--- config.mk ---
export PLATFORM = sky130hd
export DESIGN_NAME = ternary_group_scaled_dot_product_core
export DESIGN_NICKNAME = d
export VERILOG_FILES = /design/src/hw/rtl/tgsd_pkg.sv /design/src/hw/rtl/tgsd_lane.sv /design/src/hw/rtl/tgsd_merge.sv /design/src/hw/rtl/tgsd_mac.sv /design/src/hw/rtl/ternary_group_scaled_dot_product_core.sv
export SDC_FILE = /design/constraint.sdc
export NUM_CORES = 2
export LEC_CHECK = 0
export BUFFER_PORTS_ARGS = -buffer_cell sky130_fd_sc_hd__buf_2
export CORE_MARGIN = 3
export CORE_UTILIZATION = 45
export DETAILED_ROUTE_END_ITERATION = 6
export PLACE_DENSITY = 0.72
export SYNTH_ARGS = -nofsm -noshare
export SYNTH_HDL_FRONTEND = slang
export SYNTH_HIERARCHICAL = 1
export SYNTH_SLANG_ARGS = --single-unit
--- constraint.sdc ---
create_clock -name clk -period 20.3 [get_ports clk]
set_clock_uncertainty 0.05 [all_clocks]
set_input_delay 2.03 -clock clk [delete_from_list [all_inputs] [get_ports clk]]
set_output_delay 2.03 -clock clk [all_outputs]
set_load 0.1 [all_outputs]
--- src/hw/rtl/tgsd_pkg.sv ---
// Package for the ternary group-scaled dot product core.
// Holds widths, code values, register indexes and the structs passed between stages.
// No dependencies.
package tgsd_pkg;

  localparam int LANES       = 4;
  localparam int ACT_W       = 16;
  localparam int SCALE_W     = 16;
  localparam int COL_W       = 13;
  localparam int GB_W        = 11;
  localparam int BIG_W       = 10;
  localparam int PART_W      = 28;
  localparam int PROD_W      = PART_W + SCALE_W;
  localparam int ACC_W       = 56;
  localparam int CNT_W       = 13;
  localparam int LANE_W      = ACT_W + 1;
  localparam int SUM_W       = LANE_W + 2;
  localparam int CFG_W       = 13;
  localparam int CFG_IDX_W   = 1;

  localparam logic [COL_W-1:0] MAX_COLUMNS     = COL_W'(4096);
  localparam logic [GB_W-1:0]  MAX_GROUP_BYTES = GB_W'(1024);
  localparam logic [COL_W-1:0] RST_ACTIVE_COLS = COL_W'(4096);
  localparam logic [GB_W-1:0]  RST_GROUP_BYTES = GB_W'(16);

  localparam logic [1:0] CODE_ADD = 2'b01;
  localparam logic [1:0] CODE_SUB = 2'b10;

  localparam logic [CFG_IDX_W-1:0] REG_ACTIVE_COLS = CFG_IDX_W'(0);
  localparam logic [CFG_IDX_W-1:0] REG_GROUP_BYTES = CFG_IDX_W'(1);

  typedef struct packed {
    logic signed [LANE_W-1:0] value;
    logic                     add;
    logic                     sub;
    logic                     skip;
  } lane_t;

  typedef struct packed {
    logic                      fold;
    logic                      last;
    logic signed [PART_W-1:0]  partial;
    logic signed [SCALE_W-1:0] scale;
    logic [CNT_W-1:0]          adds;
    logic [CNT_W-1:0]          subs;
    logic [CNT_W-1:0]          skips;
  } merge_t;

endpackage

--- src/hw/rtl/tgsd_lane.sv ---
// One lane: decodes a 2-bit ternary code and registers the signed contribution and flags.
// Depends on tgsd_pkg.
module tgsd_lane import tgsd_pkg::*; (
  input  logic                    clk,
  input  logic                    load,
  input  logic [1:0]              code,
  input  logic signed [ACT_W-1:0] act,
  input  logic                    col_ok,
  output lane_t                   res
);

  logic                     is_add;
  logic                     is_sub;
  logic signed [LANE_W-1:0] act_ext;

  assign is_add  = col_ok && (code == CODE_ADD);
  assign is_sub  = col_ok && (code == CODE_SUB);
  assign act_ext = LANE_W'(act);

  always_ff @(posedge clk) begin
    if (load) begin
      res.add  <= is_add;
      res.sub  <= is_sub;
      res.skip <= col_ok && !is_add && !is_sub;
      if (is_add) begin
        res.value <= act_ext;
      end else if (is_sub) begin
        res.value <= -act_ext;
      end else begin
        res.value <= '0;
      end
    end
  end

endmodule

--- src/hw/rtl/tgsd_merge.sv ---
// Merge stage: adds the lane results into the saturating group partial and the counts.
// Depends on tgsd_pkg.
module tgsd_merge import tgsd_pkg::*; (
  input  logic                      clk,
  input  logic                      rst,
  input  logic                      take,
  input  lane_t                     lanes [LANES],
  input  logic                      fold_in,
  input  logic                      last_in,
  input  logic signed [SCALE_W-1:0] scale_in,
  output merge_t                    res
);

  logic signed [PART_W-1:0]  partial;
  logic [CNT_W-1:0]          adds;
  logic [CNT_W-1:0]          subs;
  logic [CNT_W-1:0]          skips;
  logic signed [SUM_W-1:0]   lane_sum;
  logic [2:0]                n_add;
  logic [2:0]                n_sub;
  logic [2:0]                n_skip;
  logic signed [PART_W+1:0]  wide;
  logic signed [PART_W-1:0]  partial_next;
  logic [CNT_W-1:0]          adds_next;
  logic [CNT_W-1:0]          subs_next;
  logic [CNT_W-1:0]          skips_next;

  always_comb begin
    lane_sum = '0;
    n_add    = '0;
    n_sub    = '0;
    n_skip   = '0;
    for (int i = 0; i < LANES; i++) begin
      lane_sum = lane_sum + SUM_W'($signed(lanes[i].value));
      n_add    = n_add + 3'(lanes[i].add);
      n_sub    = n_sub + 3'(lanes[i].sub);
      n_skip   = n_skip + 3'(lanes[i].skip);
    end
    wide = (PART_W+2)'(partial) + (PART_W+2)'(lane_sum);
    if (wide[PART_W+1:PART_W-1] == 3'b000 || wide[PART_W+1:PART_W-1] == 3'b111) begin
      partial_next = wide[PART_W-1:0];
    end else if (wide[PART_W+1]) begin
      partial_next = {1'b1, {(PART_W-1){1'b0}}};
    end else begin
      partial_next = {1'b0, {(PART_W-1){1'b1}}};
    end
    adds_next  = adds + CNT_W'(n_add);
    subs_next  = subs + CNT_W'(n_sub);
    skips_next = skips + CNT_W'(n_skip);
  end

  always_ff @(posedge clk) begin
    if (rst) begin
      partial <= '0;
      adds    <= '0;
      subs    <= '0;
      skips   <= '0;
    end else if (take) begin
      partial <= fold_in ? '0 : partial_next;
      adds    <= last_in ? '0 : adds_next;
      subs    <= last_in ? '0 : subs_next;
      skips   <= last_in ? '0 : skips_next;
    end
  end

  always_ff @(posedge clk) begin
    if (take) begin
      res.fold    <= fold_in;
      res.last    <= last_in;
      res.partial <= partial_next;
      res.scale   <= scale_in;
      res.adds    <= adds_next;
      res.subs    <= subs_next;
      res.skips   <= skips_next;
    end
  end

endmodule

--- src/hw/rtl/tgsd_mac.sv ---
// Scale multiply, row accumulator and output register of the dot product core.
// Depends on tgsd_pkg.
module tgsd_mac import tgsd_pkg::*; (
  input  logic                    clk,
  input  logic                    rst,
  input  logic                    take,
  input  merge_t                  grp,
  output logic                    v3,
  output logic                    last3,
  input  logic                    load3,
  input  logic                    adv3,
  output logic signed [ACC_W-1:0] dot_result,
  output logic [CNT_W-1:0]        add_count,
  output logic [CNT_W-1:0]        sub_count,
  output logic [CNT_W-1:0]        skip_count
);

  logic signed [PROD_W-1:0] prod;
  logic                     fold3;
  logic [CNT_W-1:0]         adds3;
  logic [CNT_W-1:0]         subs3;
  logic [CNT_W-1:0]         skips3;
  logic signed [ACC_W-1:0]  acc;
  logic signed [ACC_W-1:0]  acc_next;

  always_ff @(posedge clk) begin
    if (rst) begin
      v3 <= 1'b0;
    end else if (load3) begin
      v3 <= take;
    end
  end

  always_ff @(posedge clk) begin
    if (take) begin
      prod   <= grp.partial * grp.scale;
      fold3  <= grp.fold;
      last3  <= grp.last;
      adds3  <= grp.adds;
      subs3  <= grp.subs;
      skips3 <= grp.skips;
    end
  end

  assign acc_next = fold3 ? acc + ACC_W'(prod) : acc;

  always_ff @(posedge clk) begin
    if (rst) begin
      acc <= '0;
    end else if (adv3) begin
      acc <= last3 ? '0 : acc_next;
    end
  end

  always_ff @(posedge clk) begin
    if (adv3 && last3) begin
      dot_result <= acc_next;
      add_count  <= adds3;
      sub_count  <= subs3;
      skip_count <= skips3;
    end
  end

endmodule

--- src/hw/rtl/ternary_group_scaled_dot_product_core.sv ---
// Top level of the ternary group-scaled dot product core.
// Depends on tgsd_pkg, tgsd_lane, tgsd_merge and tgsd_mac.
//
// Usage: each input transfer carries one packed byte of four ternary codes, the
// four matching activations, the group scale and a last-byte flag. Code 01 adds
// the activation, code 10 subtracts it, the others skip; slots at or beyond the
// active column count do nothing. A group partial is scaled and added to the row
// sum when min(group_bytes, 1024) bytes are done or on the last byte. Only a last
// byte yields an output transfer: the dot product and the add, sub and skip counts.
// Four lanes decode one byte per cycle; one item is accepted every cycle unless the output stalls.
// The path is four registers deep (lanes, merge, multiply, output register); a
// result passes through them in that order once its last byte is transferred in.
// The user writes configuration through cfg_we, cfg_index and cfg_data only while idle; the block has no check.
// Reset clears all row state and sets the active column count to 4096 and
// group_bytes to 16.
// When the receiver stalls, the result holds in the output register and the
// pipeline keeps filling its empty stages; in_ready drops once no stage is free.
module ternary_group_scaled_dot_product_core import tgsd_pkg::*; (
  input  logic                      clk,
  input  logic                      rst,
  input  logic                      cfg_we,
  input  logic [CFG_IDX_W-1:0]      cfg_index,
  input  logic [CFG_W-1:0]          cfg_data,
  input  logic                      in_valid,
  output logic                      in_ready,
  input  logic [2*LANES-1:0]        packed_codes,
  input  logic signed [ACT_W-1:0]   act0,
  input  logic signed [ACT_W-1:0]   act1,
  input  logic signed [ACT_W-1:0]   act2,
  input  logic signed [ACT_W-1:0]   act3,
  input  logic signed [SCALE_W-1:0] group_scale,
  input  logic                      last_byte,
  output logic                      out_valid,
  input  logic                      out_ready,
  output logic signed [ACC_W-1:0]   dot_result,
  output logic [CNT_W-1:0]          add_count,
  output logic [CNT_W-1:0]          sub_count,
  output logic [CNT_W-1:0]          skip_count
);

  logic [COL_W-1:0]          active_cols;
  logic [GB_W-1:0]           group_bytes;
  logic [COL_W-1:0]          column_index;
  logic [BIG_W-1:0]          bytes_in_group;
  logic [COL_W-1:0]          column_index_next;
  logic [BIG_W-1:0]          bytes_in_group_next;
  logic [COL_W-1:0]          limit;
  logic [COL_W:0]            col_inc;
  logic [GB_W-1:0]           big_inc;
  logic                      closes;
  logic                      accept;
  logic signed [ACT_W-1:0]   acts [LANES];
  logic                      col_ok [LANES];
  lane_t                     lanes [LANES];
  logic                      v1;
  logic                      v2;
  logic                      v3;
  logic                      fold1;
  logic                      last1;
  logic signed [SCALE_W-1:0] scale1;
  logic                      last3;
  logic                      adv1;
  logic                      adv2;
  logic                      adv3;
  logic                      load2;
  logic                      load3;
  merge_t                    grp;

  assign adv3     = v3 && (!last3 || !out_valid || out_ready);
  assign load3    = !v3 || adv3;
  assign adv2     = v2 && load3;
  assign load2    = !v2 || adv2;
  assign adv1     = v1 && load2;
  assign in_ready = !v1 || adv1;
  assign accept   = in_valid && in_ready;

  always_ff @(posedge clk) begin
    if (rst) begin
      active_cols <= RST_ACTIVE_COLS;
      group_bytes <= RST_GROUP_BYTES;
    end else if (cfg_we) begin
      unique case (cfg_index)
        REG_ACTIVE_COLS: active_cols <= cfg_data[COL_W-1:0];
        REG_GROUP_BYTES: group_bytes <= cfg_data[GB_W-1:0];
      endcase
    end
  end

  assign limit   = (active_cols > MAX_COLUMNS) ? MAX_COLUMNS : active_cols;
  assign col_inc = {1'b0, column_index} + (COL_W+1)'(LANES);
  assign big_inc = {1'b0, bytes_in_group} + GB_W'(1);
  assign closes  = (big_inc >= group_bytes) || (big_inc >= MAX_GROUP_BYTES);

  always_comb begin
    if (last_byte) begin
      column_index_next = '0;
    end else if (col_inc > {1'b0, MAX_COLUMNS}) begin
      column_index_next = MAX_COLUMNS;
    end else begin
      column_index_next = col_inc[COL_W-1:0];
    end
    if (last_byte || closes) begin
      bytes_in_group_next = '0;
    end else begin
      bytes_in_group_next = big_inc[BIG_W-1:0];
    end
  end

  always_ff @(posedge clk) begin
    if (rst) begin
      column_index   <= '0;
      bytes_in_group <= '0;
      v1             <= 1'b0;
      v2             <= 1'b0;
      out_valid      <= 1'b0;
    end else begin
      if (accept) begin
        column_index   <= column_index_next;
        bytes_in_group <= bytes_in_group_next;
      end
      if (in_ready) begin
        v1 <= in_valid;
      end
      if (load2) begin
        v2 <= adv1;
      end
      if (adv3 && last3) begin
        out_valid <= 1'b1;
      end else if (out_ready) begin
        out_valid <= 1'b0;
      end
    end
  end

  always_ff @(posedge clk) begin
    if (accept) begin
      fold1  <= closes || last_byte;
      last1  <= last_byte;
      scale1 <= group_scale;
    end
  end

  assign acts[0] = act0;
  assign acts[1] = act1;
  assign acts[2] = act2;
  assign acts[3] = act3;

  for (genvar g = 0; g < LANES; g++) begin : g_lane
    assign col_ok[g] = ({1'b0, column_index} + (COL_W+1)'(g)) < {1'b0, limit};

    tgsd_lane u_lane (
      .clk    (clk),
      .load   (accept),
      .code   (packed_codes[2*g+1:2*g]),
      .act    (acts[g]),
      .col_ok (col_ok[g]),
      .res    (lanes[g])
    );
  end

  tgsd_merge u_merge (
    .clk      (clk),
    .rst      (rst),
    .take     (adv1),
    .lanes    (lanes),
    .fold_in  (fold1),
    .last_in  (last1),
    .scale_in (scale1),
    .res      (grp)
  );

  tgsd_mac u_mac (
    .clk        (clk),
    .rst        (rst),
    .take       (adv2),
    .grp        (grp),
    .v3         (v3),
    .last3      (last3),
    .load3      (load3),
    .adv3       (adv3),
    .dot_result (dot_result),
    .add_count  (add_count),
    .sub_count  (sub_count),
    .skip_count (skip_count)
  );

endmodule
==> impl_metrics.env <==
export IMPL_fin_hold_ws_ns=0.362
export IMPL_postCtsSetupBuffers=0
export IMPL_cp_max_fo=28
export IMPL_wl_met1_um=44500
export IMPL_cap_violations=0
export IMPL_drt_total_wl_um=102000
export IMPL_fillers=8970
export IMPL_clock_fmax_ghz=0.130
export IMPL_layout_min_cycle_time_ns=7.71
export IMPL_crit_type="flip-flop to flip-flop"
export IMPL_min_path_type="flip-flop to flip-flop"
export IMPL_synth_seq_cells=535
export IMPL_drv_slew=0
export IMPL_cts_made_buffers=58
export IMPL_cts_resized=0
export IMPL_yosys_area_share_simple_pct=14.3
export IMPL_synthTopCellsByArea="edfxtp_1 24%, fa_1 22%, dfxtp_1 7.7%"
export IMPL_cts_sinks=535
export IMPL_yosysWarnings=6
export IMPL_grt_use_total_pct=19.8
export IMPL_route_top_layer_used="met5"
export IMPL_cts_tree="built"
export IMPL_tightest_slew_ns=1.05
export IMPL_met2WireLength_um=47600
export IMPL_setup_viol=0
export IMPL_nets=5466
export IMPL_startpoint="u_merge/res[42]"
export IMPL_synth_nets=5384
export IMPL_die_w_um=322
export IMPL_grt_max_degree=134
export IMPL_drt_initial_drc_count=2233
export IMPL_synth_area_per_cell_um2=9.92
export IMPL_synth_compound_area_share_pct=11.4
export IMPL_synthCells=4538
export IMPL_synth_area_mm2=0.0450
export IMPL_relSlewSlack_pct=29.9
export IMPL_setup_tns_ns=0
export IMPL_clk_insertion_delay_late_ns=0.67
export IMPL_core_area_mm2=0.0987
export IMPL_area_delta_synth_final_pct=8.74
export IMPL_synth_most_common_cell="inv_1"
export IMPL_grt_pass1_vias=31500
export IMPL_die_h_um=322
export IMPL_final_core_util_pct=49.6
export IMPL_htree_num_levels=2
export IMPL_required_ns=20.65
export IMPL_place_port_buffers=204
export IMPL_antenna_found_initial=13
export IMPL_drc=0
export IMPL_rr_worst_depth=22
export IMPL_clk_pin_slew_ns=0.06
export IMPL_io_pins=205
export IMPL_max_clock_path_buffers=3
export IMPL_synth_fa_ha_area_share_pct=29.3
export IMPL_wl_met3_um=7380
export IMPL_worstSetupEndpointType="flip-flop"
export IMPL_std_cell_rows=115
export IMPL_drive_gt1_share_pct=9.91
export IMPL_hold_start="u_merge/res[38]"
export IMPL_r2r_start="u_merge/res[42]"
export IMPL_regArea_mm2=0.0143
export IMPL_vias=31600
export IMPL_wl_per_cell_um=17.1
export IMPL_synth_distinct_cells=101
export IMPL_vias_per_cell=5.31
export IMPL_async_flop_share_pct=0
export IMPL_ys_flop_type="edfxtp_1"
export IMPL_ant_nets=0
export IMPL_grt_pass1_wl_um=166000
export IMPL_period_share_pct=38.0
export IMPL_overflow=0
export IMPL_hpwl_um=78800
export IMPL_synth_top_family_by_area="adder cells"
export IMPL_crit_path_start_kind="flip-flop"
export IMPL_worstPathArrival_ns=8.07
export IMPL_synth_commonest_cells="754 x inv_1, 502 x fa_1, 434 x nand2_1, 363 x edfxtp_1, 236 x ha_1"
export IMPL_synth_area_mux_share_pct=1.63
export IMPL_multi_input_area_mm2=0.0270
export IMPL_die_area_mm2=0.104
export IMPL_hold_buffers=0
export IMPL_place_congestion=0.906
export IMPL_root_buffer="clkbuf_16"
export IMPL_netlist_area_leader_share_pct=24.2
export IMPL_start_util_pct=45.6
export IMPL_yosysTopAreaCell="edfxtp_1"
export IMPL_synth_xor_area_share_pct=3.31
export IMPL_drt_first_pass_iters=6
export IMPL_final_hold_viol_count=0
export IMPL_rsz0062_at_grt="no"
export IMPL_synth_seq_area_share_pct=31.9
export IMPL_synth_edf_count=363
export IMPL_whs_path_depth=0
export IMPL_status="complete, no violations"
-- routing by layer --
layer	vias up	track usage (%)
met5	-	0
met1	15300	26.4
li1	15100	-
met4	10	5.89
met2	980	32.4
met3	144	4.30
-- critical path, stage by stage, from the launching register on --
cell and delay (ns):
edfxtp_1 1.03, nand2_1 0.19, fa_1 0.60, fa_1 0.44, fa_1 0.52, inv_1 0.05, fa_1 0.46, fa_1 0.54
inv_1 0.06, fa_1 0.55, inv_1 0.05, ha_1 0.37, a21o_1 0.20, a21o_1 0.18, a21oi_1 0.20, nor3_1 0.07
a2111oi_0 0.35, o21ai_1 0.22, a211oi_2 0.35, o21ai_1 0.25, a211oi_2 0.36, o221ai_1 0.20, xor2_1 0.17
-- logic make-up (layout without fill, tap and decap cells) --
logic type | after synthesis | after routing
flip-flops | 535 | 535
AND/OR/NAND/NOR | 1263 | 1263
buffers and inverters | 960 | 1092
multiplexers | 67 | 67
adder cells (fa/ha/maj) | 755 | 755
AO/OA/AOI/OAI | 788 | 788
XOR/XNOR | 170 | 170
other | 0 | 5
-- sequential cells by signal, indices dropped and copies added, names as in the netlist, 11 cells and up --
register           cells
u_mac/adds3           13
u_mac/subs3           13
group_bytes           11
scale1                16
g_lane.u_lane/res     80
u_mac/prod            44
u_merge/skips         13
u_merge/subs          13
u_merge/res           85
u_mac/sub_count       13
u_mac/skips3          13
column_index          11
u_mac/dot_result      56
u_merge/adds          13
u_mac/skip_count      13
u_mac/add_count       13
u_merge/partial       28
u_mac/acc             56
active_cols           13
-- placed cells by master, fill, tap and decap left out, types with 12 or more instances in the layout --
cell type / netlist / layout
mux2_2: 52 / 52
nand2_1: 434 / 434
inv_1: 754 / 753
a21o_1: 86 / 86
buf_2: 25 / 203
a31oi_1: 48 / 48
a22o_1: 31 / 31
o21ai_0: 144 / 144
and3_1: 38 / 38
or2_2: 13 / 13
and2_0: 12 / 12
a22oi_1: 31 / 31
edfxtp_1: 363 / 363
dfxtp_1: 172 / 172
maj3_1: 12 / 12
nor3_1: 49 / 48
o31ai_1: 23 / 23
and2_1: 203 / 202
or3_1: 23 / 23
fa_1: 502 / 502
buf_4: 15 / 18
a221o_1: 13 / 13
nand4_1: 33 / 33
clkinv_2: 0 / 12
o21bai_1: 17 / 17
xnor2_1: 104 / 104
nor2_1: 218 / 218
o211ai_1: 24 / 24
nand3_1: 62 / 62
clkbuf_16: 0 / 59
a21oi_1: 235 / 235
nand2b_1: 34 / 34
nor2b_1: 59 / 59
o21ai_1: 21 / 21
ha_1: 236 / 236
xor2_1: 66 / 65
mux2i_1: 15 / 15
a211oi_1: 15 / 15
-- layout make-up --
class,count,share of cell area (%)
multi-input cells,3043,55.1
flip-flops and latches,535,29.3
well taps,1287,3.29
repair buffers,222,2.39
clock buffers,70,3.18
clock inverters,40,0.818
inverters,760,5.84
diodes,5,0.0256
-- path summary, 6_finish.rpt --
kind	slack [ns]	to
worst max-delay path	12.59	u_mac/prod[42]
worst min-delay path	0.36	u_mac/adds3[12]
worst max register to register	12.59	u_mac/prod[42]
worst min register to register	0.36	u_mac/adds3[12]
-- per-stage QoR --
step,setup WS [ns],cell area [um^2],std cells
floorplan,10.34,45000,4538
global placement,12.74,47000,5847
global route,12.19,48900,5958
detailed placement,12.65,47000,5847
finish,12.59,48900,5962
CTS,12.59,48900,5957
Power is left out: the tool's default activity adds up to more than one toggle a clock period on the data nets, which glitch-free logic cannot reach.
